**src/design/tournament_branch_predictor_unit_macros.svh**
```systemverilog
// ---------------------------------------------------------------------------
// Assertion macros for the tournament branch predictor unit.
// Both macros sample on clk and are disabled while rst_n is low.
// ---------------------------------------------------------------------------
`ifndef TOURNAMENT_BRANCH_PREDICTOR_UNIT_MACROS_SVH
`define TOURNAMENT_BRANCH_PREDICTOR_UNIT_MACROS_SVH

// The consequent must hold in the same cycle as the antecedent.
`define TBP_ASSERT_IMP(lbl, ante, cons, msg) \
  lbl: assert property (@(posedge clk) disable iff (!rst_n) (ante) |-> (cons)) \
    else $error(msg);

// The consequent must hold in the cycle after the antecedent.
`define TBP_ASSERT_NXT(lbl, ante, cons, msg) \
  lbl: assert property (@(posedge clk) disable iff (!rst_n) (ante) |=> (cons)) \
    else $error(msg);

`endif

```
**src/design/tbp_ram.sv**
```systemverilog
// ---------------------------------------------------------------------------
// tbp_ram
// Generic single-write, single-read RAM with a registered read port.
// ---------------------------------------------------------------------------
`timescale 1ns / 1ps
`default_nettype none

module tbp_ram #(
  parameter int WIDTH = 2,
  parameter int DEPTH = 1024
) (
  input  wire logic                     clk,
  input  wire logic                     we,
  input  wire logic [$clog2(DEPTH)-1:0] waddr,
  input  wire logic [WIDTH-1:0]         wdata,
  input  wire logic [$clog2(DEPTH)-1:0] raddr,
  output logic      [WIDTH-1:0]         rdata
);

  logic [WIDTH-1:0] mem [DEPTH];

  always_ff @(posedge clk) begin
    if (we) begin
      mem[waddr] <= wdata;
    end
    rdata <= mem[raddr];
  end

endmodule

`default_nettype wire

```
**config.mk**
```make
export PLATFORM = sky130hd
export DESIGN_NAME = tbp_ram
export DESIGN_NICKNAME = d
export VERILOG_FILES = /design/src/design/tournament_branch_predictor_unit_macros.svh /design/src/design/tbp_ram.sv
export SDC_FILE = /design/constraint.sdc
export NUM_CORES = 2
export LEC_CHECK = 0
export BUFFER_PORTS_ARGS = -buffer_cell sky130_fd_sc_hd__buf_2
export CAP_MARGIN = 10
export CORE_MARGIN = 4
export CORE_UTILIZATION = 55
export CTS_BUF_LIST = sky130_fd_sc_hd__clkbuf_4 sky130_fd_sc_hd__clkbuf_8
export DETAILED_ROUTE_END_ITERATION = 16
export PLACE_DENSITY = 0.7
export SYNTH_ARGS = -nofsm -noshare
export SYNTH_HDL_FRONTEND = slang
export SYNTH_SLANG_ARGS = --single-unit
```
**constraint.sdc**
```tcl
create_clock -name clk -period 3.3 [get_ports clk]
set_input_delay 0.33 -clock clk [delete_from_list [all_inputs] [get_ports clk]]
set_output_delay 0.33 -clock clk [all_outputs]
set_load 0.02 [all_outputs]
```
==> run summary <==
status - finished, final reports clean
largest cells by area after synthesis - edfxtp_1, mux4_2, nor2_1
DR WL/cell - 31.1 microns
Slew @ Worst Pin - 1.06 ns
core area - 151000 sq um
slack of the critical path - 0.218 ns
number of global-route vias before repair - 48.7k
final hold vios - 0
TritonCTS Buffers - 338
clock skew - 0.0657 ns
H-tree levels - 5
IO Count - 26
MaxCap Viol Count - 0
layout cells sized above 1 - 26.1%
Synth cell types - 66
fraction of registers with async set or reset after synthesis - 0%
chip height - 398 microns
DRC Markers - 0
R2R cell count - 9
cell area power density - 556 nW/um^2
First DRT Iteration DRCs - 7269
dpl cell area - 88600 sq um
Final nets - 5177
Seq/Total Area, Yosys - 73.5%
slew margin rel. - 29.0%
endpoint class of the critical path - flip-flop
Post-CTS Setup Bufs - 0
Slew Limit Fails - 0
peak supply drop - 0.461 mV
Root Driver - clkbuf_8
placed cells - 6817
Worst R2R Setup Slack - 0.25 ns
Synth Cell Area - 83800 sq um
Max Clock Freq - 324 MHz
Layout area overhead - 13.3%
top cell type's share of synthesized area - 73.4%
post-route ant nets - 0
hold depth - 6
DR pass1 iterations - 6
post-synthesis instance total - 4793
Post-DP HPWL - 135000 microns
WP data required - 4.24 ns
Die Area - 159000 sq um
worst setup path category - in -> reg
Clock Sinks - 2050
area leader, netlist - edfxtp_1
CTS Buffer Depth - 4
worst path cell trace - dlygate4sd3_1 > buf_2 > buf_4 > nand2b_1 > buf_4 > nor2_1 > a21oi_1 > nor3_1 > buf_4 > nor3_1 > o311ai_0 > nand4_1
Design Area, Final - 94900 sq um
Warnings, synthesis - 0
# port buffers - 25
initial antenna violation count - 14
via/cell ratio - 6.50
Most used DFF post-synth - edfxtp_1
# rows - 142
total wire length - 230000 microns
Mean Syn Cell Area - 17.5 sq um
first-pass GRT wire length - 335000 microns
min Tclk post-route - 3.08 ns
CTS tree - done
min-delay src - raddr[8]
non-filler cells, final - 7400
Mapped Nets - 4817
routability cong. - 0.860
most used cell along the critical path - buf_4
r2r startpoint - mem[150][0]$_DFFE_PP_
Starting Density - 55.6%
most frequent cell after synthesis - edfxtp_1
RSZ-0062 raised after global routing - false
Worst path max stage delay - 0.71 ns
Setup crit start kind - input port
hold path endpoint - rdata[0]$_DFF_P_
pre-CTS WS - -0.596 ns
Critical Path Fanout Max - 8
Synth top cells by count - edfxtp_1, nor2_1, mux4_2
via count - 48.1k
total gr overflow - 0
Worst path slowest cell - nor3_1
Setup-failing EPs final - 0
Tightest Hold Check Type - in -> reg
crit path DAT - 4.02 ns
reg2reg end - rdata[0]$_DFF_P_
worst skew pair latency - 1.01 ns
largest net degree at the start of global routing - 160
die width - 398 microns
Leak - 0.0297 uW
All-Layer GR Usage - 29.4%
final worst path period share - 93.4%
synthesized flop and latch total - 2050
Clock transition at path regs - 0.07 ns
Post-synth EDFFs - 2048
registers in the layout (all words and copies together), names as in the netlist:
signal,count
mem,2048
rdata,2
per-layer routing:
layer,global-route usage [%],wire length (microns),vias up
li1,-,-,19600
met1,41.3,84500,24800
met2,45.2,108000,3151
met3,8.05,29600,490
met4,10.1,8050,2
met5,0,29,-
power breakdown:
part,internal [uW],switching (uW),leakage (uW)
Sequential,28700,11.6,0.0184
Clock,11300,9770,0.00330
Combinational,1140,1880,0.00794
Total,41100,11700,0.0297
repair_timing:
action                    in CTS  in global routing
hold endpoints to repair     328                  0
hold buffers                  12                  0
gates resized for setup        0                  0
critical path, delay by kind of cell:
family          cells  cell delay, ns
compound gates      2            0.81
buf+inv             5            1.48
simple gates        5            1.38
worst max-delay path by stage:
| stage | start | endpoint | cells past startpoint | slack [ns] |
|---|---|---|---|---|
| floorplan | raddr[0] | rdata[1]$_DFF_P_ | 12 | 0.61 |
| global placement | raddr[2] | rdata[0]$_DFF_P_ | 12 | -0.61 |
| detailed placement | raddr[2] | rdata[0]$_DFF_P_ | 12 | -0.60 |
| CTS | mem[149][0]$_DFFE_PP_ | rdata[0]$_DFF_P_ | 9 | 0.31 |
| global route | mem[148][0]$_DFFE_PP_ | rdata[0]$_DFF_P_ | 9 | 0.16 |
| finish | raddr[6] | rdata[0]$_DFF_P_ | 12 | 0.22 |
cell usage in the layout (no fill, tap or decap), types with 68 or more instances in the layout:
master    instances
edfxtp_1       2048
nor2_1         1052
mux4_2          449
clkbuf_8        344
buf_4           303
mux2i_1         205
clkbuf_4         96
nand2_1          90
o221ai_1         82
buf_12           78
a21oi_1          70
clkinv_1         68
stage by stage:
step / power, uW / setup TNS, ns / utilization [%] / hold slack, ns
finish: 52800 / 0 / 63.0 / 0.156
global route: 54400 / 0 / 63.0 / 0.164
CTS: 53000 / 0 / 63.0 / 0.0322
detailed placement: 32200 / -0.854 / 58.8 / 0.818
global placement: 32200 / -0.936 / 58.8 / 0.814
floorplan: 30700 / 0 / - / 0.429
cell families (layout without fill, tap and decap cells):
group           Yosys count  after routing  synth area share (%)
flops                  2050           2050                  73.5
simple gates           1324           1324                  6.40
mux                     664            664                  14.7
buf+inv                 402            986                  2.49
compound gates          353            353                  2.98
other cells               0              7                     0
layout make-up:
class,instances,area (sq um)
well taps,2016,2520
inverters,6,26.3
multi-input cells,2341,20500
fillers,10600,55700
flip-flops and latches,2050,61500
repair buffers,416,4110
clock buffers,440,5460
clock inverters,124,752
diodes,7,17.5
Note: power is estimated with default switching activity, not from simulation.
