$ cat src/design/tournament_branch_predictor_unit_macros.svh
// ---------------------------------------------------------------------------
// Assertion macros for the tournament branch predictor unit.
// Both macros sample on clk and are disabled while rst_n is low.
// ---------------------------------------------------------------------------
`ifndef TOURNAMENT_BRANCH_PREDICTOR_UNIT_MACROS_SVH
`define TOURNAMENT_BRANCH_PREDICTOR_UNIT_MACROS_SVH

// The consequent must hold in the same cycle as the antecedent.
`define TBP_ASSERT_IMP(lbl, ante, cons, msg) \
  lbl: assert property (@(posedge clk) disable iff (!rst_n) (ante) |-> (cons)) \
    else $error(msg);

// The consequent must hold in the cycle after the antecedent.
`define TBP_ASSERT_NXT(lbl, ante, cons, msg) \
  lbl: assert property (@(posedge clk) disable iff (!rst_n) (ante) |=> (cons)) \
    else $error(msg);

`endif

$ cat src/design/tbp_pkg.sv
// ---------------------------------------------------------------------------
// tbp_pkg
// Shared sizes, types and counter helpers of the tournament branch predictor.
// ---------------------------------------------------------------------------
`timescale 1ns / 1ps
`default_nettype none

package tbp_pkg;

  localparam int TABLE_ENTRIES = 1024;
  localparam int HISTORY_BITS  = 16;
  localparam int COUNTER_BITS  = 2;
  localparam int ADDRESS_BITS  = 48;

  localparam int IDX_BITS      = $clog2(TABLE_ENTRIES);
  localparam int SIZE_BITS     = 4;
  localparam int PENALTY_BITS  = 8;

  localparam int IN_DATA_BITS   = ((ADDRESS_BITS + SIZE_BITS + 7) / 8) * 8;
  localparam int OUT_FIELD_BITS = PENALTY_BITS + 4;
  localparam int OUT_DATA_BITS  = ((OUT_FIELD_BITS + 7) / 8) * 8;

  localparam int CFG_ADDR_BITS = 3;
  localparam int CFG_DATA_BITS = 32;

  localparam int OUT_FIFO_DEPTH = 3;
  localparam int FIFO_PTR_BITS  = $clog2(OUT_FIFO_DEPTH);
  localparam int FIFO_CNT_BITS  = $clog2(OUT_FIFO_DEPTH + 1);

  typedef logic [COUNTER_BITS-1:0]  ctr_t;
  typedef logic [IDX_BITS-1:0]      idx_t;
  typedef logic [HISTORY_BITS-1:0]  hist_t;
  typedef logic [ADDRESS_BITS-1:0]  addr_t;
  typedef logic [SIZE_BITS-1:0]     size_t;
  typedef logic [PENALTY_BITS-1:0]  penalty_t;
  typedef logic [CFG_ADDR_BITS-3:0] reg_idx_t;

  localparam ctr_t     CTR_MAX       = {COUNTER_BITS{1'b1}};
  localparam ctr_t     CTR_WEAK      = ctr_t'(1) << (COUNTER_BITS - 1);
  localparam hist_t    HIST_RESET    = {HISTORY_BITS{1'b1}};
  localparam penalty_t PENALTY_RESET = penalty_t'(8);

  localparam reg_idx_t REG_MISPREDICT_PENALTY = reg_idx_t'(0);

  // Packed with the penalty in the lowest bits, as it goes out on tdata.
  typedef struct packed {
    logic     predict_taken;
    logic     predict_valid;
    logic     resolved_taken;
    logic     resolved_valid;
    penalty_t penalty;
  } result_t;

  typedef struct packed {
    logic [FIFO_CNT_BITS-1:0] count;
  } fifo_status_t;

  function automatic logic ctr_taken(input ctr_t c);
    return c[COUNTER_BITS-1];
  endfunction

  function automatic ctr_t ctr_inc(input ctr_t c);
    return (c == CTR_MAX) ? CTR_MAX : ctr_t'(c + ctr_t'(1));
  endfunction

  function automatic ctr_t ctr_dec(input ctr_t c);
    return (c == ctr_t'(0)) ? ctr_t'(0) : ctr_t'(c - ctr_t'(1));
  endfunction

endpackage

`default_nettype wire

$ cat src/design/tbp_out_fifo.sv
// ---------------------------------------------------------------------------
// tbp_out_fifo
// Small result queue that decouples the predictor pipeline from the sink.
// ---------------------------------------------------------------------------
`timescale 1ns / 1ps
`default_nettype none

module tbp_out_fifo (
  input  wire logic             clk,
  input  wire logic             rst_n,
  input  wire logic             push,
  input  tbp_pkg::result_t      push_data,
  output logic                  out_valid,
  input  wire logic             out_ready,
  output tbp_pkg::result_t      out_data,
  output tbp_pkg::fifo_status_t status
);

  tbp_pkg::result_t                   entry_r [tbp_pkg::OUT_FIFO_DEPTH];
  logic [tbp_pkg::FIFO_PTR_BITS-1:0]  wr_ptr_r, wr_ptr_nxt;
  logic [tbp_pkg::FIFO_PTR_BITS-1:0]  rd_ptr_r, rd_ptr_nxt;
  logic [tbp_pkg::FIFO_CNT_BITS-1:0]  count_r, count_nxt;
  logic                               pop;

  localparam logic [tbp_pkg::FIFO_PTR_BITS-1:0] PTR_LAST =
    tbp_pkg::FIFO_PTR_BITS'(tbp_pkg::OUT_FIFO_DEPTH - 1);

  assign out_valid    = (count_r != '0);
  assign out_data     = entry_r[rd_ptr_r];
  assign pop          = out_valid && out_ready;
  assign status.count = count_r;

  always_comb begin
    wr_ptr_nxt = wr_ptr_r;
    rd_ptr_nxt = rd_ptr_r;
    count_nxt  = count_r;
    if (push) begin
      wr_ptr_nxt = (wr_ptr_r == PTR_LAST) ? '0 : wr_ptr_r + 1'b1;
    end
    if (pop) begin
      rd_ptr_nxt = (rd_ptr_r == PTR_LAST) ? '0 : rd_ptr_r + 1'b1;
    end
    if (push && !pop) begin
      count_nxt = count_r + 1'b1;
    end else if (pop && !push) begin
      count_nxt = count_r - 1'b1;
    end
  end

  always_ff @(posedge clk) begin
    if (!rst_n) begin
      wr_ptr_r <= '0;
      rd_ptr_r <= '0;
      count_r  <= '0;
    end else begin
      wr_ptr_r <= wr_ptr_nxt;
      rd_ptr_r <= rd_ptr_nxt;
      count_r  <= count_nxt;
    end
  end

  always_ff @(posedge clk) begin
    if (push) begin
      entry_r[wr_ptr_r] <= push_data;
    end
  end

endmodule

`default_nettype wire

$ cat config.mk
export PLATFORM = sky130hd
export DESIGN_NAME = tbp_out_fifo
export DESIGN_NICKNAME = d
export VERILOG_FILES = /design/src/design/tournament_branch_predictor_unit_macros.svh /design/src/design/tbp_pkg.sv /design/src/design/tbp_out_fifo.sv
export SDC_FILE = /design/constraint.sdc
export NUM_CORES = 1
export LEC_CHECK = 0
export BUFFER_PORTS_ARGS = -buffer_cell sky130_fd_sc_hd__buf_2
export CAP_MARGIN = 20
export CORE_AREA = 4 4 61 63
export CTS_BUF_LIST = sky130_fd_sc_hd__clkbuf_8 sky130_fd_sc_hd__clkbuf_16
export CTS_CLUSTER_DIAMETER = 50
export DETAILED_ROUTE_END_ITERATION = 8
export DIE_AREA = 0 0 65 67
export PLACE_DENSITY = 0.75
export RECOVER_POWER = 25
export REMOVE_ABC_BUFFERS = 1
export SETUP_SLACK_MARGIN = 0.4
export SYNTH_ARGS = -nofsm -noshare
export SYNTH_HDL_FRONTEND = slang
export SYNTH_SLANG_ARGS = --single-unit
export TNS_END_PERCENT = 5
$ cat constraint.sdc
create_clock -name clk -period 2.5 [get_ports clk]
set_input_delay 0.75 -clock clk [delete_from_list [all_inputs] [get_ports clk]]
set_output_delay 0.75 -clock clk [all_outputs]
set_load 0.02 [all_outputs]
==> results of run 1 <==
[worst max-delay path, delay by kind of cell, from the launching register on]
kind	cells	cell delay (ns)
buffers and inverters	2	0.32
AOI/OAI and AO/OA	1	0.08
DFF	1	0.34
muxes	1	0.21
[metrics by stage]
step	area (um2)	power, W
finish	1970	0.00178
global route	1970	0.00187
CTS	1960	0.00178
detailed placement	1880	0.00137
global placement	1880	0.00135
floorplan	1620	0.00121
[cell type report]
type,count,area (um2)
fill,267,1260
sequential,44,1240
multi-input combinational,60,392
timing repair buffer,36,196
clock buffer,5,68.8
tap,46,57.6
clock inverter,3,13.8
[where the power goes]
group	internal (W)	total, W	leakage [nW]	switching (W)
Combinational	0.000199	0.000476	0.247	0.000277
Clock	0.000189	0.000406	0.0453	0.000216
Sequential	0.000854	0.000894	0.399	0.0000398
[timing repair]
| item | 4_1_cts | 5_1_grt |
|---|---|---|
| setup buffers | 0 | 0 |
| gates resized for setup | 0 | 5 |
| setup endpoints to repair | 0 | 12 |
| hold buffers | 0 | 0 |
[layer usage]
metal | vias to the layer above | GRT usage
met5 | - | 0
met4 | 0 | 0.0633
met3 | 5 | 0.0523
met2 | 26 | 0.225
met1 | 448 | 0.159
li1 | 476 | -
[registers in the layout, summed over array words and instances, names as in the netlist, named ones only]
register / flops
rd_ptr_r: 2
status: 2
wr_ptr_r: 2
entry_r: 36
[synthesized netlist by cell type, drive strengths merged]
cell type / instances / share of area
a21boi: 3 / 0.014
nand2: 16 / 0.037
o21a: 2 / 0.0092
xnor2: 1 / 0.0053
and2: 1 / 0.0038
nor2: 2 / 0.0046
or3: 2 / 0.0076
buf: 1 / 0.0046
xor2: 1 / 0.0053
mux2i: 12 / 0.073
dfxtp: 8 / 0.098
nor2b: 2 / 0.0076
nor3b: 1 / 0.0046
o21ai: 14 / 0.045
edfxtp: 36 / 0.66
ha: 1 / 0.0076
or3b: 1 / 0.0053
or2: 1 / 0.0038
clkbuf: 2 / 0.0046
[kinds of logic after synthesis]
family | Yosys count | synth area share
compound gates | 19 | 0.0679
xor+xnor | 2 | 0.0107
fa+ha+maj | 1 | 0.00763
buf+inv | 3 | 0.00916
flops | 44 | 0.757
mux | 12 | 0.0733
simple gates | 26 | 0.0741
[path summary, 6_finish.rpt]
kind / depth (start not counted) / to
worst max-delay path: 4 / out_data[9]
worst min-delay path: 2 / flip-flop
worst max register to register: 4 / status[1]
worst min register to register: 2 / flip-flop
==> results_dict.tcl, run 1 <==
set metrics [dict create \
    wl_met3_um 178 \
    grt_pass1_wl_mm 4.29 \
    cp.required_ns 1.75 \
    place_congestion 0.736 \
    syn_area_um2 1640 \
    first_iter_violations 44 \
    die_w_um 65 \
    tritoncts "done" \
    rrSetupSlack_ns 1.04 \
    cts_buffer_depth 2 \
    hold_class "reg2reg" \
    path_max_fanout 12 \
    die_area_um2 4360 \
    track_usage 0.137 \
    synth.distinct_cells 21 \
    io_pins 31 \
    initial_core_util 0.507 \
    drive_gt1_frac 0.257 \
    synth_warnings 0 \
    hold_viol 0 \
    port_buffers 30 \
    grt_pass1_vias 959 \
    min_from "rd_ptr_r[0]" \
    yosysSeqAreaShare 0.757 \
    placed_cells 186 \
    worst_slack_ns 0.513 \
    relSlewSlack 0.849 \
    syn_area_per_cell_um2 15.3 \
    htree_levels 2 \
    syn_to_final_growth_pct 20.2 \
    avgViaCountPerCell 4.92 \
    dp_hpwl_mm 1.80 \
    rows 21 \
    worst_setup_path_end_kind "output port" \
    p_leak_nw 0.691 \
    setup_violations 0 \
    p_per_area_nw_per_um2 901 \
    crit_slowest_cell "dfxtp_2" \
    cp-start-kind "flip-flop" \
    clk_pin_slew_ns 0.07 \
    cp_data_arrival_time_ns 1.24 \
    layoutNonFillerInstCount 194 \
    met1Wirelength_mm 1.11 \
    drc 0 \
    wl_met2_mm 1.31 \
    max_stage_delay_ns 0.34 \
    routed_wl_mm 2.63 \
    ant_nets 0 \
    slew_violations 0 \
    status "completed" \
    antenna_cells 0 \
    hold_ws_ns 0.491 \
    rsz0062_at_grt "false" \
    final_cell_mix "edfxtp_1, buf_2, nand2_1" \
    netlist_instances 107 \
    timing.final.crit_share 0.795 \
    clk_latency_ns 0.29 \
    pre_cts_slack_ns 0.660 \
    synth-seq-cells 44 \
    max_freq_ghz 0.503 \
    finalClockSkew_ns 0.00347 \
    fin_util 0.610 \
    nets 164 \
    top_layer_used "met4" \
    cts_sinks 44 \
    tns_ns 0 \
    core-area_um2 3230 \
    crit_type "reg2out" \
    worstPathCellList "buf_12 -> mux2i_2 -> o21ai_1 -> buf_2" \
    grt.overflow.total 0 \
    layout.cells.most_common "edfxtp_1" \
    reg2reg_from "status[0]" \
    post_drt_wl_per_cell_um 13.6 \
    fp.dieH_um 67 \
    vias 955 \
    period_needed_ns 1.99 \
    maxCapViolCount 0 \
    grt_max_degree 25 \
    drtPass1Iterations 4 \
    antenna_found_initial 0 \
    worst_pin_slew_ns 0.227 \
    clock-root-buffer "clkbuf_8" \
    numCtsBuffers 5 \
    irDropWorstVdd_uv 594 \
]
No activity file was read; power rests on OpenSTA's default activity.
==> run 2, diff against run 1 <==
==> constraint.sdc (replaced) <==
create_clock -name clk -period 1.85 [get_ports clk]
set_input_delay 0.555 -clock clk [delete_from_list [all_inputs] [get_ports clk]]
set_output_delay 0.555 -clock clk [all_outputs]
set_load 0.02 [all_outputs]
==> results_dict.tcl, run 2 (synthesized netlist as in run 1, its figures left out) <==
set metrics [dict create \
    reg2reg_from "status[1]" \
    clk_pin_slew_ns 0.07 \
    port_buffers 30 \
    place_congestion 0.737 \
    path_max_fanout 6 \
    first_iter_violations 34 \
    routed_wl_mm 2.83 \
    drc 0 \
    worst_r2r_endpoint "status[1]" \
    largest_reg_flops 36 \
    tritoncts "done" \
    die_w_um 65 \
    track_usage 0.151 \
    crit_type "reg2out" \
    tns_ns 0 \
    layoutNonFillerInstCount 195 \
    slew_violations 0 \
    placed_cells 186 \
    rsz0062_at_grt "true" \
    numCtsBuffers 5 \
    vias 971 \
    max_freq_ghz 0.550 \
    cts_sinks 44 \
    drive_gt1_frac 0.268 \
    whs_path_depth 1 \
    initial_core_util 0.507 \
    rrSetupSlack_ns 0.46 \
    fp.dieH_um 67 \
    p_per_area_nw_per_um2 1240 \
    cp_data_arrival_time_ns 1.26 \
    cts_buffer_depth 2 \
    grt.overflow.total 0 \
    antenna_cells 0 \
    ant_nets 0 \
    avgViaCountPerCell 4.98 \
    hold_class "in2reg" \
    timing.final.crit_share 0.983 \
    status "completed" \
    cp.required_ns 1.29 \
    grt_max_degree 25 \
    min_from "push_data[6]" \
    post_cts_buffers 0 \
    cp-start-kind "flip-flop" \
    regMostFlops "entry_r" \
    clk_latency_ns 0.29 \
    period_needed_ns 1.82 \
    dp_hpwl_mm 1.87 \
    grt_pass1_wl_mm 4.63 \
    rows 21 \
    layout.cells.most_common "edfxtp_1" \
    setup_violations 0 \
    core-area_um2 3230 \
    maxCapViolCount 0 \
    finalInstanceArea_um2 2050 \
    grt_pass1_vias 961 \
    drtPass1Iterations 5 \
    htree_levels 2 \
    irDropWorstVdd_uv 851 \
    pre_cts_slack_ns 0.191 \
    min_to "entry_r[2][6]" \
    antenna_found_initial 0 \
    final_cell_mix "edfxtp_1, nand2_1, buf_2" \
    finalClockSkew_ns 0.00207 \
    relSlewSlack 0.871 \
    r2r_cells 4 \
    hold_viol 0 \
    io_pins 31 \
    syn_to_final_growth_pct 24.8 \
    clock-root-buffer "clkbuf_8" \
    worst_pin_slew_ns 0.192 \
    worst_slack_ns 0.0307 \
    fin_util 0.633 \
    dpl-instance-area_um2 1880 \
    worst_setup_path_end_kind "output port" \
    nets 165 \
    n_fill_cell 263 \
    post_drt_wl_per_cell_um 14.5 \
    p_leak_nw 0.715 \
    die_area_um2 4360 \
]
## run 2: cell count changes in the layout (fill, tap and decap cells not counted), moves of 2 or more
cell      previous run  this run
inv_1                0         2
buf_4                5        10
dfxtp_4              0         3
dfxtp_1              7         5
clkinv_2             2         0
buf_2               21        14
buf_6                0         2
## run 2: area by class of cell
type,instances,area (um2),area share
clock buffer,5,68.8,0.0336
clock inverter,3,11.3,0.00550
multi-input combinational,60,412,0.201
sequential,44,1250,0.612
tap,46,57.6,0.0281
timing repair buffer,37,244,0.119
## run 2: routing by layer
layer  share of wire  vias up  track usage
li1                -      474            -
met1            0.38      465        0.165
met2            0.54       27        0.253
met3           0.064        5       0.0590
met4           0.020        0       0.0792
met5               0        -            0
## run 2: critical path, cell delays in order, from the launching register on
cell	delay (ns)
dfxtp_4	0.39
buf_8	0.14
mux2i_1	0.19
o21ai_1	0.09
buf_4	0.16
## run 2: how the worst max path moves through the flow
stage | to | slack (ns) | cells after the start
after floorplan | entry_r[0][0] | -0.11 | 1
after global placement | status[1] | 0.27 | 5
after detailed placement | status[1] | 0.19 | 5
after CTS | out_data[2] | 0.01 | 4
after global routing | out_data[2] | -0.04 | 4
final | out_data[2] | 0.03 | 4
## run 2: stage by stage
stage	power (W)	hold WS, ns
6_report	0.00253	0.461
5_1_grt	0.00265	0.464
4_1_cts	0.00246	0.454
3_5_place_dp	0.00186	0.487
3_3_place_gp	0.00183	0.473
2_1_floorplan	0.00164	0.451
## run 2: power breakdown
group	switching (W)	total, W	internal [W]
clock	0.000282	0.000533	0.000251
sequential	0.0000758	0.00125	0.00117
combinational	0.000393	0.000748	0.000355
## run 2: repair_timing
item / in CTS / in global routing
cloned: 1 / 0
hold buffers: 0 / 0
pin swaps: 0 / 4
resized for setup: 6 / 15
endpoints found under the setup margin: 16 / 16
==> run 3, diff against run 2 <==
--- a/config.mk
+++ b/config.mk
@@ -5,14 +5,15 @@
 export SDC_FILE = /design/constraint.sdc
 export NUM_CORES = 1
 export LEC_CHECK = 0
+export ABC_AREA = 1
 export BUFFER_PORTS_ARGS = -buffer_cell sky130_fd_sc_hd__buf_2
 export CAP_MARGIN = 20
-export CORE_AREA = 4 4 61 63
+export CORE_AREA = 4 4 62 64
 export CTS_BUF_LIST = sky130_fd_sc_hd__clkbuf_8 sky130_fd_sc_hd__clkbuf_16
 export CTS_CLUSTER_DIAMETER = 50
 export DETAILED_ROUTE_END_ITERATION = 8
-export DIE_AREA = 0 0 65 67
-export PLACE_DENSITY = 0.75
+export DIE_AREA = 0 0 66 68
+export PLACE_DENSITY = 0.74
 export RECOVER_POWER = 25
 export REMOVE_ABC_BUFFERS = 1
 export SETUP_SLACK_MARGIN = 0.4
==> results_dict.tcl, run 3 <==
set metrics [dict create \
    status "completed" \
    cp_data_arrival_time_ns 1.22 \
    io_pins 31 \
    pwr-share-clk 0.296 \
    grt_pass1_wl_mm 5.12 \
    largest_reg_flops 36 \
    fp.dieH_um 68 \
    place_congestion 0.714 \
    drive_gt1_frac 0.256 \
    timing.final.crit_share 0.961 \
    drtPass1Iterations 4 \
    synth.largest_area_cell "edfxtp_1" \
    netlist_top_cells_count "edfxtp_1, a21oi_1, nand2_1" \
    post_drt_wl_per_cell_um 14.0 \
    nets 196 \
    die_w_um 66 \
    initial_core_util 0.510 \
    layout.cells.most_common "edfxtp_1" \
    max_freq_ghz 0.563 \
    crit_buf_inv 2 \
    rows 21 \
    ys_async_sr_fraction 0 \
    port_buffers 30 \
    finalClockSkew_ns 0.00450 \
    netlist_instances 139 \
    synthTopCellsByArea "edfxtp_1, dfxtp_1, a21oi_1, nand2_1, nor2_1" \
    slew_violations 0 \
    hold_viol 0 \
    hold_class "in2reg" \
    yosysSeqAreaShare 0.741 \
    synth_ff_type "edfxtp_1" \
    irDropWorstVdd_uv 821 \
    synth_edf_count 36 \
    worst_setup_path_end_kind "output port" \
    regMostFlops "entry_r" \
    grt_pass1_vias 1150 \
    seq_power_share 0.494 \
    ant_nets 0 \
    drc 0 \
    cp-start-kind "flip-flop" \
    clock-root-buffer "clkbuf_8" \
    placed_cells 216 \
    cts_sinks 44 \
    dp_hpwl_mm 2.14 \
    clk_pin_slew_ns 0.08 \
    worstPathCellList "buf_6 -> a21oi_1 -> a21oi_2 -> buf_4" \
    worst_pin_slew_ns 0.202 \
    worst_slack_ns 0.0725 \
    tritoncts "done" \
    pre_cts_slack_ns 0.241 \
    grt_max_degree 14 \
    crit_family "flip-flops" \
    numCtsBuffers 5 \
    syn_area_um2 1680 \
    swShare 0.281 \
    antenna_found_initial 0 \
    synth-seq-cells 44 \
    die_area_um2 4490 \
    hold_buffers 0 \
    clk_latency_ns 0.30 \
    avgViaCountPerCell 4.92 \
    synth_warnings 0 \
    setup_violations 0 \
    period_needed_ns 1.78 \
    routed_wl_mm 3.17 \
    final_cell_mix "edfxtp_1, a21oi_1, nand2_1" \
    p_leak_nw 0.811 \
    cellInternalPower_w 0.00172 \
    grt.overflow.total 0 \
    relSlewSlack 0.865 \
    layoutNonFillerInstCount 226 \
    syn_area_per_cell_um2 12.1 \
    netlist.area_leader.share 0.645 \
    p_per_area_nw_per_um2 1160 \
    htree_levels 2 \
    antenna_cells 0 \
    path_max_fanout 12 \
    synth.distinct_cells 18 \
    first_iter_violations 49 \
    vias 1111 \
    synth.most_common_cell "edfxtp_1" \
    crit_slowest_cell "dfxtp_4" \
    core-area_um2 3280 \
    p_comb_frac 0.210 \
    rsz0062_at_grt "true" \
    cts_buffer_depth 2 \
    maxCapViolCount 0 \
    total_power_w 0.00239 \
    cp.required_ns 1.29 \
    syn_to_final_growth_pct 22.9 \
    fin_util 0.627 \
    crit_type "reg2out" \
    max_stage_delay_ns 0.39 \
    p_switching_w 0.000670 \
    track_usage 0.162 \
]
run 3: changes by cell type in the layout (fill, tap and decap cells not counted), moves of 2 or more:
cell | previous run | this run
or3_1 | 2 | 0
a21oi_1 | 0 | 23
nor2b_1 | 2 | 0
a21oi_2 | 0 | 4
mux2i_1 | 11 | 0
o21ai_1 | 11 | 0
nand3_1 | 0 | 3
clkinvlp_4 | 0 | 2
nor2_1 | 2 | 17
nand2_1 | 16 | 22
inv_1 | 2 | 13
a21boi_1 | 3 | 0
run 3: through the flow:
stage	TNS, ns	area [um2]	hold WS [ns]
floorplan	-0.114	1640	0.440
global placement	0	1890	0.447
detailed placement	0	1890	0.483
CTS	0	2040	0.445
global route	0	2060	0.461
finish	0	2060	0.459
run 3: path summary, 6_finish.rpt:
path	endpoint	startpoint	slack, ns	depth (start not counted)
hold reg to reg	wr_ptr_r[1]	wr_ptr_r[1]	0.49	2
hold / removal	entry_r[0][5]	push_data[5]	0.46	1
setup / recovery	out_data[4]	flip-flop	0.07	4
setup reg to reg	status[1]	status[0]	0.41	8
run 3: cell families (layout without fill, tap and decap cells):
| group | Yosys count | in the layout | synth area share |
|---|---|---|---|
| AO/OA/AOI/OAI | 30 | 30 | 0.0926 |
| adder cells (fa/ha/maj) | 1 | 1 | 0.00747 |
| buffers and inverters | 19 | 60 | 0.0523 |
| flip-flops | 44 | 44 | 0.741 |
| AND/OR/NAND/NOR | 45 | 45 | 0.107 |
run 3: power by group through the flow:
stage	sequential (W)	combinational [W]	clock, W
floorplan	0.00120	0.000272	0
global placement	0.00119	0.000448	0
detailed placement	0.00119	0.000462	0
CTS	0.00118	0.000484	0.000723
global route	0.00119	0.000550	0.000759
finish	0.00118	0.000501	0.000706
run 3: per-layer routing:
metal,routed length (um),track usage,part of all wire
met1,1210,0.176,0.38
met2,1700,0.277,0.54
met5,0,0,0
met3,191,0.0690,0.060
met4,61,0.0761,0.019
run 3: layout make-up:
cell class	count	area, um2
inverters	15	65.1
flip-flops and latches	44	1250
multi-input cells	76	367
fillers	265	1220
repair inverters	1	7.51
repair buffers	36	206
clock inverters	3	38.8
clock buffers	5	68.8
well taps	46	57.6
run 3: timing repair:
action / 4_1_cts / 5_1_grt
cloned: 1 / 0
gates resized for setup: 11 / 9
endpoints found under the hold margin: 0 / 0
setup buffers: 1 / 0
endpoints found under the setup margin: 14 / 17
pin swaps: 0 / 1
