$ cat config.mk
export PLATFORM = sky130hd
export DESIGN_NAME = tbp_cfg
export DESIGN_NICKNAME = d
export VERILOG_FILES = /design/src/design/tournament_branch_predictor_unit_macros.svh /design/src/design/tbp_pkg.sv /design/src/design/tbp_cfg.sv
export SDC_FILE = /design/constraint.sdc
export NUM_CORES = 1
export LEC_CHECK = 0
export BUFFER_PORTS_ARGS = -buffer_cell sky130_fd_sc_hd__buf_2
export CORE_MARGIN = 4
export CORE_UTILIZATION = 32
export DETAILED_ROUTE_END_ITERATION = 7
export GPL_TIMING_DRIVEN = 0
export PLACE_DENSITY = 0.93
export SLEW_MARGIN = 20
export SYNTH_ARGS = -nofsm -noshare
export SYNTH_HDL_FRONTEND = slang
export SYNTH_SLANG_ARGS = --single-unit
$ cat constraint.sdc
create_clock -name clk -period 1.15 [get_ports clk]
set_input_delay 0.0575 -clock clk [delete_from_list [all_inputs] [get_ports clk]]
set_output_delay 0.0575 -clock clk [all_outputs]
set_load 0.05 [all_outputs]
$ cat src/design/tournament_branch_predictor_unit_macros.svh
// ---------------------------------------------------------------------------
// Assertion macros for the tournament branch predictor unit.
// Both macros sample on clk and are disabled while rst_n is low.
// ---------------------------------------------------------------------------
`ifndef TOURNAMENT_BRANCH_PREDICTOR_UNIT_MACROS_SVH
`define TOURNAMENT_BRANCH_PREDICTOR_UNIT_MACROS_SVH

// The consequent must hold in the same cycle as the antecedent.
`define TBP_ASSERT_IMP(lbl, ante, cons, msg) \
  lbl: assert property (@(posedge clk) disable iff (!rst_n) (ante) |-> (cons)) \
    else $error(msg);

// The consequent must hold in the cycle after the antecedent.
`define TBP_ASSERT_NXT(lbl, ante, cons, msg) \
  lbl: assert property (@(posedge clk) disable iff (!rst_n) (ante) |=> (cons)) \
    else $error(msg);

`endif

$ cat src/design/tbp_pkg.sv
// ---------------------------------------------------------------------------
// tbp_pkg
// Shared sizes, types and counter helpers of the tournament branch predictor.
// ---------------------------------------------------------------------------
`timescale 1ns / 1ps
`default_nettype none

package tbp_pkg;

  localparam int TABLE_ENTRIES = 1024;
  localparam int HISTORY_BITS  = 16;
  localparam int COUNTER_BITS  = 2;
  localparam int ADDRESS_BITS  = 48;

  localparam int IDX_BITS      = $clog2(TABLE_ENTRIES);
  localparam int SIZE_BITS     = 4;
  localparam int PENALTY_BITS  = 8;

  localparam int IN_DATA_BITS   = ((ADDRESS_BITS + SIZE_BITS + 7) / 8) * 8;
  localparam int OUT_FIELD_BITS = PENALTY_BITS + 4;
  localparam int OUT_DATA_BITS  = ((OUT_FIELD_BITS + 7) / 8) * 8;

  localparam int CFG_ADDR_BITS = 3;
  localparam int CFG_DATA_BITS = 32;

  localparam int OUT_FIFO_DEPTH = 3;
  localparam int FIFO_PTR_BITS  = $clog2(OUT_FIFO_DEPTH);
  localparam int FIFO_CNT_BITS  = $clog2(OUT_FIFO_DEPTH + 1);

  typedef logic [COUNTER_BITS-1:0]  ctr_t;
  typedef logic [IDX_BITS-1:0]      idx_t;
  typedef logic [HISTORY_BITS-1:0]  hist_t;
  typedef logic [ADDRESS_BITS-1:0]  addr_t;
  typedef logic [SIZE_BITS-1:0]     size_t;
  typedef logic [PENALTY_BITS-1:0]  penalty_t;
  typedef logic [CFG_ADDR_BITS-3:0] reg_idx_t;

  localparam ctr_t     CTR_MAX       = {COUNTER_BITS{1'b1}};
  localparam ctr_t     CTR_WEAK      = ctr_t'(1) << (COUNTER_BITS - 1);
  localparam hist_t    HIST_RESET    = {HISTORY_BITS{1'b1}};
  localparam penalty_t PENALTY_RESET = penalty_t'(8);

  localparam reg_idx_t REG_MISPREDICT_PENALTY = reg_idx_t'(0);

  // Packed with the penalty in the lowest bits, as it goes out on tdata.
  typedef struct packed {
    logic     predict_taken;
    logic     predict_valid;
    logic     resolved_taken;
    logic     resolved_valid;
    penalty_t penalty;
  } result_t;

  typedef struct packed {
    logic [FIFO_CNT_BITS-1:0] count;
  } fifo_status_t;

  function automatic logic ctr_taken(input ctr_t c);
    return c[COUNTER_BITS-1];
  endfunction

  function automatic ctr_t ctr_inc(input ctr_t c);
    return (c == CTR_MAX) ? CTR_MAX : ctr_t'(c + ctr_t'(1));
  endfunction

  function automatic ctr_t ctr_dec(input ctr_t c);
    return (c == ctr_t'(0)) ? ctr_t'(0) : ctr_t'(c - ctr_t'(1));
  endfunction

endpackage

`default_nettype wire

$ cat src/design/tbp_cfg.sv
// ---------------------------------------------------------------------------
// tbp_cfg
// APB register file holding the mispredict penalty.
// ---------------------------------------------------------------------------
`timescale 1ns / 1ps
`default_nettype none

module tbp_cfg (
  input  wire logic                               clk,
  input  wire logic                               rst_n,
  input  wire logic                               psel,
  input  wire logic                               penable,
  input  wire logic                               pwrite,
  input  wire logic [tbp_pkg::CFG_ADDR_BITS-1:0]  paddr,
  input  wire logic [tbp_pkg::CFG_DATA_BITS-1:0]  pwdata,
  output logic      [tbp_pkg::CFG_DATA_BITS-1:0]  prdata,
  output logic                                    pready,
  output tbp_pkg::penalty_t                       penalty
);

  tbp_pkg::penalty_t penalty_r;
  tbp_pkg::reg_idx_t reg_idx;
  logic              wr_en;

  assign pready  = 1'b1;
  assign reg_idx = paddr[tbp_pkg::CFG_ADDR_BITS-1:2];
  assign wr_en   = psel && penable && pwrite && pready;
  assign penalty = penalty_r;

  always_ff @(posedge clk) begin
    if (!rst_n) begin
      penalty_r <= tbp_pkg::PENALTY_RESET;
    end else if (wr_en && (reg_idx == tbp_pkg::REG_MISPREDICT_PENALTY)) begin
      penalty_r <= pwdata[tbp_pkg::PENALTY_BITS-1:0];
    end
  end

  always_comb begin
    case (reg_idx)
      tbp_pkg::REG_MISPREDICT_PENALTY: begin
        prdata = tbp_pkg::CFG_DATA_BITS'(penalty_r);
      end
      default: begin
        prdata = '0;
      end
    endcase
  end

endmodule

`default_nettype wire

==> impl_metrics.env, run 1 <==
export IMPL_status="finished, final reports clean"
export IMPL_grt_use_met2_pct=22.5
export IMPL_largest_reg_flops=8
export IMPL_coreArea_um2=1750
export IMPL_path_cells="and2b_2 > buf_2"
export IMPL_tns_ps=0
export IMPL_first_pass_iters=4
export IMPL_synth_largest_area_cell="buf_4"
export IMPL_die_area_um2=2620
export IMPL_ys_seq_area_share_pct=26.9
export IMPL_drv_slew=0
export IMPL_grt_pass1_wl_um=2250
export IMPL_rows=15
export IMPL_grt_pass1_vias=518
export IMPL_period_share_pct=93.7
export IMPL_power_switching_uw=363
export IMPL_power_uw=866
export IMPL_vias=540
export IMPL_fin_skew_ps=0
export IMPL_cp_slowest_stage_delay_ps=350
export IMPL_final_nets=167
export IMPL_wl_per_cell_um=9.31
export IMPL_synth_area_per_cell_um2=8.51
export IMPL_fmax_mhz=928
export IMPL_area_growth_synth_to_final_pct=47.9
export IMPL_routabilityCongestion=0.633
export IMPL_clkSinkCount=8
export IMPL_finalHoldViolCount=0
export IMPL_grtUsageMet1_pct=10.1
export IMPL_post_cts_buffers=0
export IMPL_synthesis_area_um2=596
export IMPL_ios=81
export IMPL_drc=0
export IMPL_htree_levels=1
export IMPL_hp_class="in -> reg"
export IMPL_grt_max_degree=11
export IMPL_synth_seq_cells=8
export IMPL_grtUsageMet3_pct=3.79
export IMPL_syn_inst=70
export IMPL_netSwitchingFraction_pct=41.9
export IMPL_layout_commonest_cell="buf_2"
export IMPL_critPathLaunchType="flip-flop"
export IMPL_p_leak_uw=0.000531
export IMPL_initial_core_util_pct=34.1
export IMPL_cts_hold_buffers=0
export IMPL_antenna_found_initial=0
export IMPL_clk_pin_slew_ps=60
export IMPL_cp_end_kind="primary output"
export IMPL_setup_viol=0
export IMPL_chipHeight_um=51.1
export IMPL_worstSkewPairLatency_ps=250
export IMPL_critPathMaxFanout=3
export IMPL_sequentialPowerShare_pct=33.2
export IMPL_cts_buffers=3
export IMPL_rsz0062_at_grt="no"
export IMPL_drive_gt1_share_pct=52.8
export IMPL_cts_tree="done"
export IMPL_regArea_um2=160
export IMPL_p_int_uw=503
export IMPL_period_needed_ps=1080
export IMPL_power_frac_clock_pct=25.3
export IMPL_routed_wl_um=1400
export IMPL_path_class="reg -> out"
export IMPL_port_buffers=29
export IMPL_cts_buffer_depth=2
export IMPL_powerDensity_nw_per_um2=983
export IMPL_maxCapViolCount=0
export IMPL_synth_cell_types=10
export IMPL_synth_area_top_cells="buf_4 (32%), dfxtp_1 (27%), mux2i_1 (13%)"
export IMPL_ant_nets=0
export IMPL_avgViaCountPerCell=3.60
export IMPL_critPathSlowestCell="dfxtp_1"
export IMPL_dr_first_iter_drc_count=1
export IMPL_share_comb_of_total_power_pct=41.5
export IMPL_top_usage_layer="met2"
export IMPL_nFillCells=189
export IMPL_required_ps=1090
export IMPL_ys_warnings_count=0
export IMPL_peakVddDrop_mv=0.351
export IMPL_multiInputGateArea_um2=319
export IMPL_worstPathArrival_ps=1020
export IMPL_grt_overflow_total=0
export IMPL_yosysTopAreaCellShare_pct=31.5
export IMPL_ctsResizeCount=0
export IMPL_root_buffer="clkbuf_4"
export IMPL_track_usage_pct=11.6
export IMPL_die_width_um=51.1
export IMPL_diodes=0
export IMPL_final_cell_mix="buf_2 (29), buf_4 (25), conb_1 (25), nand2_1 (14)"
[kinds of logic after synthesis]
logic type / Yosys count / synth area share, %
flip-flops: 8 / 26.9
buffers and inverters: 27 / 34.0
multiplexers: 8 / 13.4
other: 2 / 1.26
AND/OR/NAND/NOR: 25 / 24.4
[through the flow]
| stage | instance area, um^2 | setup WS [ps] | hold slack (ps) | std cells | util (%) |
|---|---|---|---|---|---|
| 2_1_floorplan | 682 | 82.4 | 200 | 93 | - |
| 3_3_place_gp | 858 | 276 | 306 | 147 | 49.2 |
| 3_5_place_dp | 858 | 212 | 316 | 147 | 49.2 |
| 4_1_cts | 881 | 72.9 | 45.5 | 150 | 50.5 |
| 5_1_grt | 881 | 43.4 | 47.1 | 150 | 50.5 |
| 6_report | 881 | 72.5 | 44.6 | 150 | 50.5 |
[layout make-up]
cell class | count | share of cell area (%)
repair buffers | 29 | 16.5
plain buffers | 27 | 23.0
clock buffers | 3 | 2.56
flip-flops and latches | 8 | 18.2
multi-input cells | 58 | 36.2
well taps | 25 | 3.55
[synth_stat cells (all sizes together)]
| master | instances |
|---|---|
| nand2 | 14 |
| and4b | 1 |
| nor2b | 2 |
| and2b | 8 |
| conb | 2 |
| buf | 26 |
| clkbuf | 1 |
| mux2i | 8 |
| dfxtp | 8 |
[routing by layer]
layer | vias to the layer above | wire length, um
met2 | 24 | 805
li1 | 280 | -
met1 | 234 | 433
met3 | 2 | 139
met4 | 0 | 18
met5 | - | 0
[path summary, 6_finish.rpt]
path                   start    endpoint  slack (ps)  cells past startpoint
setup / recovery  penalty[4]   prdata[4]          70                      2
hold / removal     pwdata[5]  penalty[5]          40                      3
setup reg to reg  penalty[4]  penalty[4]         540                      2
hold reg to reg   penalty[7]  penalty[7]         460                      2
[critical path: cells and delay by family (launching register included)]
| family | cells | cell delay (ps) |
|---|---|---|
| buffers and inverters | 1 | 250 |
| and+or+nand+nor | 1 | 160 |
| DFF | 1 | 350 |
[power groups by stage]
stage	sequential (uW)	clock (uW)	combinational, uW
6_report	287	219	360
3_3_place_gp	293	0	354
3_5_place_dp	293	0	357
5_1_grt	288	244	380
4_1_cts	287	224	357
2_1_floorplan	314	0	293
Note: power is estimated with default switching activity, not from simulation.
==> run 2, diff against run 1 <==
--- a/config.mk
+++ b/config.mk
@@ -7,10 +7,10 @@
 export LEC_CHECK = 0
 export BUFFER_PORTS_ARGS = -buffer_cell sky130_fd_sc_hd__buf_2
 export CORE_MARGIN = 4
-export CORE_UTILIZATION = 32
+export CORE_UTILIZATION = 27
 export DETAILED_ROUTE_END_ITERATION = 7
-export GPL_TIMING_DRIVEN = 0
-export PLACE_DENSITY = 0.93
+export GPL_TIMING_DRIVEN = 1
+export PLACE_DENSITY = 0.85
 export SLEW_MARGIN = 20
 export SYNTH_ARGS = -nofsm -noshare
 export SYNTH_HDL_FRONTEND = slang
==> constraint.sdc (replaced) <==
create_clock -name clk -period 0.9 [get_ports clk]
set_input_delay 0.045 -clock clk [delete_from_list [all_inputs] [get_ports clk]]
set_output_delay 0.045 -clock clk [all_outputs]
set_load 0.05 [all_outputs]
==> impl_metrics.env, run 2 (synthesis gave the netlist of run 1 again) <==
export IMPL_status="finished with violations"
export IMPL_failed_checks="negative setup slack"
export IMPL_vias=443
export IMPL_p_leak_uw=0.000412
export IMPL_wl_met2_um=597
export IMPL_path_delay_family="flip-flops"
export IMPL_clk_pin_slew_ps=50
export IMPL_hold_ws_ps=36.0
export IMPL_tns_ps=-346
export IMPL_r2r_start="penalty[3]"
export IMPL_min_to="penalty[4]"
export IMPL_grt_pass1_wl_um=1550
export IMPL_cp_slowest_stage_delay_ps=320
export IMPL_share_comb_of_total_power_pct=37.9
export IMPL_die_width_um=55.0
export IMPL_grt_pass1_vias=355
export IMPL_path_cells="and2b_2 > buf_6"
export IMPL_rsz0062_at_grt="yes"
export IMPL_final_cell_mix="conb_1 (25), buf_2 (18), nand2_1 (14)"
export IMPL_maxCapViolCount=0
export IMPL_setup_viol=8
export IMPL_peakVddDrop_mv=0.494
export IMPL_clkSinkCount=8
export IMPL_drive_gt1_share_pct=50.5
export IMPL_layout_commonest_cell="conb_1"
export IMPL_final_cell_area_um2=771
export IMPL_powerDensity_nw_per_um2=1320
export IMPL_dr_first_iter_drc_count=4
export IMPL_final_nets=143
export IMPL_hold_depth=3
export IMPL_postLayoutSetupSlackWorst_ps=-47.9
export IMPL_hp_class="in -> reg"
export IMPL_worstSkewPairLatency_ps=240
export IMPL_sequentialPowerShare_pct=36.3
export IMPL_m1WireLength_um=395
export IMPL_antenna_found_initial=0
export IMPL_rows=16
export IMPL_grt_overflow_total=0
export IMPL_cp_num_buf_inv=1
export IMPL_htree_levels=1
export IMPL_grt_max_degree=17
export IMPL_period_share_pct=105
export IMPL_nFillCells=213
export IMPL_critPathMaxFanout=3
export IMPL_r2r_end="penalty[3]"
export IMPL_power_uw=1010
export IMPL_finalHoldViolCount=0
export IMPL_dpl_hpwl_um=998
export IMPL_worstPathArrival_ps=900
export IMPL_chipHeight_um=55.0
export IMPL_diodes=0
export IMPL_cts_hold_buffers=0
export IMPL_dr_wl_met3_um=201
export IMPL_cts_buffers=3
export IMPL_drc=0
export IMPL_largest_reg_flops=8
export IMPL_drv_slew=0
export IMPL_coreArea_um2=2020
export IMPL_required_ps=850
export IMPL_wl_per_cell_um=9.33
export IMPL_rrSetupSlack_ps=300
export IMPL_cts_tree="done"
export IMPL_cts_buffer_depth=2
export IMPL_power_switching_uw=434
export IMPL_routed_wl_um=1190
export IMPL_first_pass_iters=2
export IMPL_top_layer="met3"
export IMPL_power_frac_clock_pct=25.7
export IMPL_port_buffers=29
export IMPL_initial_core_util_pct=29.5
export IMPL_rr_worst_depth=2
export IMPL_ant_nets=0
export IMPL_cp_end_kind="primary output"
export IMPL_period_needed_ps=948
export IMPL_post_cts_buffers=0
export IMPL_hp_start="pwdata[4]"
export IMPL_track_usage_pct=7.47
export IMPL_fmax_mhz=1050
export IMPL_fin_skew_ps=0
export IMPL_final_util_pct=38.1
export IMPL_path_class="reg -> out"
export IMPL_netSwitchingFraction_pct=42.8
export IMPL_place_area_um2=691
export IMPL_area_growth_synth_to_final_pct=29.4
export IMPL_critPathLaunchType="flip-flop"
export IMPL_avgViaCountPerCell=3.46
export IMPL_routabilityCongestion=0.605
export IMPL_root_buffer="clkbuf_4"
export IMPL_die_area_um2=3020
export IMPL_critPathSlowestCell="dfxtp_2"
export IMPL_p_int_uw=581
export IMPL_ios=81
==> run 2: cell type report <==
type	instances	area, um^2	area share [%]
Multi-Input combinational cell	58	319	41.4
Clock buffer	3	22.5	2.92
Timing Repair Buffer	32	225	29.2
Sequential cell	8	170	22.1
Tap cell	27	33.8	4.38
==> run 2: worst max-delay path by stage <==
stage	from	endpoint	slack [ps]	depth (start not counted)
global route	penalty[6]	prdata[6]	-80	2
global placement	paddr[2]	penalty[5]	50	4
CTS	penalty[6]	prdata[6]	-60	2
detailed placement	paddr[2]	penalty[5]	60	4
floorplan	penalty[3]	prdata[3]	30	1
finish	penalty[6]	prdata[6]	-50	2
==> run 2: worst register-to-register path, delay by kind of cell, from the launching register on <==
family	cells	cell delay (ps)
flip-flops	1	320
multiplexers	1	70
AND/OR/NAND/NOR	1	100
==> run 2: power groups by stage <==
stage / registers, uW / clock network (uW) / logic [uW]
after floorplan: 403 / 0 / 375
after global placement: 376 / 0 / 370
after detailed placement: 376 / 0 / 372
after CTS: 368 / 281 / 382
after global routing: 370 / 296 / 404
final: 369 / 261 / 385
==> run 2: what timing repair did <==
action	in CTS	in global routing
endpoints found under the setup margin	8	14
pin swaps	0	0
resized for setup	16	3
cloned	0	0
==> run 2: stage by stage <==
| step | instances | setup WS [ps] |
|---|---|---|
| finish | 128 | -47.9 |
| global route | 128 | -82.7 |
| CTS | 128 | -63.1 |
| detailed placement | 125 | 58.9 |
| global placement | 125 | 45.1 |
| floorplan | 93 | 28.7 |
==> run 2: layer usage <==
| metal | vias to the layer above | track usage, % |
|---|---|---|
| met3 | 0 | 5.09 |
| met4 | 0 | 1.21 |
| met1 | 186 | 6.63 |
| li1 | 228 | - |
| met2 | 29 | 14.0 |
| met5 | - | 0 |
==> run 3, diff against run 2 <==
--- a/config.mk
+++ b/config.mk
@@ -5,12 +5,12 @@
 export SDC_FILE = /design/constraint.sdc
 export NUM_CORES = 1
 export LEC_CHECK = 0
-export BUFFER_PORTS_ARGS = -buffer_cell sky130_fd_sc_hd__buf_2
-export CORE_MARGIN = 4
-export CORE_UTILIZATION = 27
+export CORE_AREA = 4 4 41 43
 export DETAILED_ROUTE_END_ITERATION = 7
+export DIE_AREA = 0 0 45 47
+export DONT_BUFFER_PORTS = 1
 export GPL_TIMING_DRIVEN = 1
-export PLACE_DENSITY = 0.85
+export PLACE_DENSITY = 0.72
 export SLEW_MARGIN = 20
 export SYNTH_ARGS = -nofsm -noshare
 export SYNTH_HDL_FRONTEND = slang
==> constraint.sdc (replaced) <==
create_clock -name clk -period 0.9 [get_ports clk]
set_input_delay 0.18 -clock clk [delete_from_list [all_inputs] [get_ports clk]]
set_output_delay 0.18 -clock clk [all_outputs]
set_load 0.05 [all_outputs]
==> impl_metrics.env, run 3 (synthesis gave the netlist of run 1 again) <==
export IMPL_status="finished with violations"
export IMPL_failed_checks="negative setup slack"
export IMPL_initial_core_util_pct=45.8
export IMPL_worstSkewPairLatency_ps=250
export IMPL_final_nets=121
export IMPL_dpl_hpwl_um=847
export IMPL_path_delay_family="flip-flops"
export IMPL_period_needed_ps=1040
export IMPL_rows=13
export IMPL_finalNonFillerCells=94
export IMPL_period_share_pct=115
export IMPL_power_uw=955
export IMPL_largest_reg_flops=8
export IMPL_rr_worst_depth=3
export IMPL_cts_hold_buffers=0
export IMPL_hold_depth=2
export IMPL_chipHeight_um=47
export IMPL_clkSinkCount=8
export IMPL_grt_max_degree=17
export IMPL_vias=390
export IMPL_grt_pass1_wl_um=1390
export IMPL_placed_cells=91
export IMPL_cp_slowest_stage_delay_ps=350
export IMPL_hp_start="pwdata[4]"
export IMPL_wl_per_cell_um=11.3
export IMPL_post_cts_buffers=0
export IMPL_root_buffer="clkbuf_4"
export IMPL_maxCapViolCount=0
export IMPL_cp_end_kind="primary output"
export IMPL_cp_num_buf_inv=0
export IMPL_worstPathArrival_ps=860
export IMPL_rsz0062_at_grt="yes"
export IMPL_dr_first_iter_drc_count=4
export IMPL_rrSetupSlack_ps=170
export IMPL_layout_commonest_cell="conb_1"
export IMPL_track_usage_pct=9.59
export IMPL_path_class="reg -> out"
export IMPL_cts_tree="done"
export IMPL_drv_slew=0
export IMPL_routed_wl_um=1060
export IMPL_required_ps=720
export IMPL_multiInputGateArea_um2=329
export IMPL_path_cells="and2b_4"
export IMPL_place_area_um2=613
export IMPL_avgViaCountPerCell=4.15
export IMPL_min_to="penalty[4]"
export IMPL_critPathMaxFanout=3
export IMPL_drive_gt1_share_pct=36.7
export IMPL_p_leak_uw=0.000306
export IMPL_peakVddDrop_mv=0.514
export IMPL_diodes=0
export IMPL_fmax_mhz=966
export IMPL_antenna_found_initial=0
export IMPL_hp_class="in -> reg"
export IMPL_critPathLaunchType="flip-flop"
export IMPL_port_buffers=0
export IMPL_nFillCells=134
export IMPL_die_width_um=45
export IMPL_routabilityCongestion=0.595
export IMPL_fin_skew_ps=0
export IMPL_regArea_um2=190
export IMPL_finalHoldViolCount=0
export IMPL_postLayoutSetupSlackWorst_ps=-135
export IMPL_ant_nets=0
export IMPL_area_growth_synth_to_final_pct=11.1
export IMPL_cts_buffer_depth=2
export IMPL_die_area_um2=2120
export IMPL_r2r_start="penalty[4]"
export IMPL_coreArea_um2=1300
export IMPL_critPathSlowestCell="dfxtp_4"
export IMPL_grt_pass1_vias=326
export IMPL_setup_viol=16
export IMPL_grt_overflow_total=0
export IMPL_first_pass_iters=3
export IMPL_final_cell_area_um2=662
export IMPL_htree_levels=1
export IMPL_ctsResizeCount=1
export IMPL_r2r_end="penalty[4]"
export IMPL_clk_pin_slew_ps=50
export IMPL_final_cell_mix="conb_1 (25), nand2_1 (14), and2b_4 (8), mux2i_1 (8), dfxtp_4 (8)"
export IMPL_powerDensity_nw_per_um2=1440
export IMPL_cts_buffers=3
export IMPL_ios=81
export IMPL_drc=0
run 3: final cells by class:
class / count / area share (%)
Multi-Input combinational cell: 58 / 49.7
Sequential cell: 8 / 28.7
Timing Repair Buffer: 10 / 15.3
Clock buffer: 3 / 3.40
Tap cell: 15 / 2.84
run 3: power by group:
part	leakage [uW]	total (uW)	switching (uW)	internal [uW]
sequential	0.0000702	351	6.51	344
combinational	0.000222	341	296	44.8
clock	0.0000138	263	112	152
total	0.000306	955	414	541
run 3: metrics by stage:
step	setup TNS (ps)	utilization (%)	setup WS (ps)	hold slack (ps)
final	-1260	50.9	-135	60.2
after floorplan	0	-	22.4	312
after global placement	0	47.1	77.5	316
after global routing	-1700	50.9	-158	57.9
after CTS	-1600	49.1	-136	52.0
after detailed placement	0	47.1	65.2	320
run 3: worst max path at each step:
stage          startpoint    endpoint  cells past startpoint
6_report       penalty[0]   prdata[0]                      1
5_1_grt        penalty[0]   prdata[0]                      1
4_1_cts        penalty[1]   prdata[1]                      1
3_5_place_dp     paddr[2]  penalty[3]                      3
3_3_place_gp     paddr[2]  penalty[4]                      3
2_1_floorplan  penalty[3]   prdata[3]                      1
run 3: layer usage:
| layer | vias up | routed length (um) | global-route usage, % |
|---|---|---|---|
| li1 | 186 | - | - |
| met1 | 168 | 310 | 9.86 |
| met2 | 34 | 538 | 14.1 |
| met3 | 2 | 197 | 4.98 |
| met4 | 0 | 18 | 8.77 |
| met5 | - | 0 | 0 |
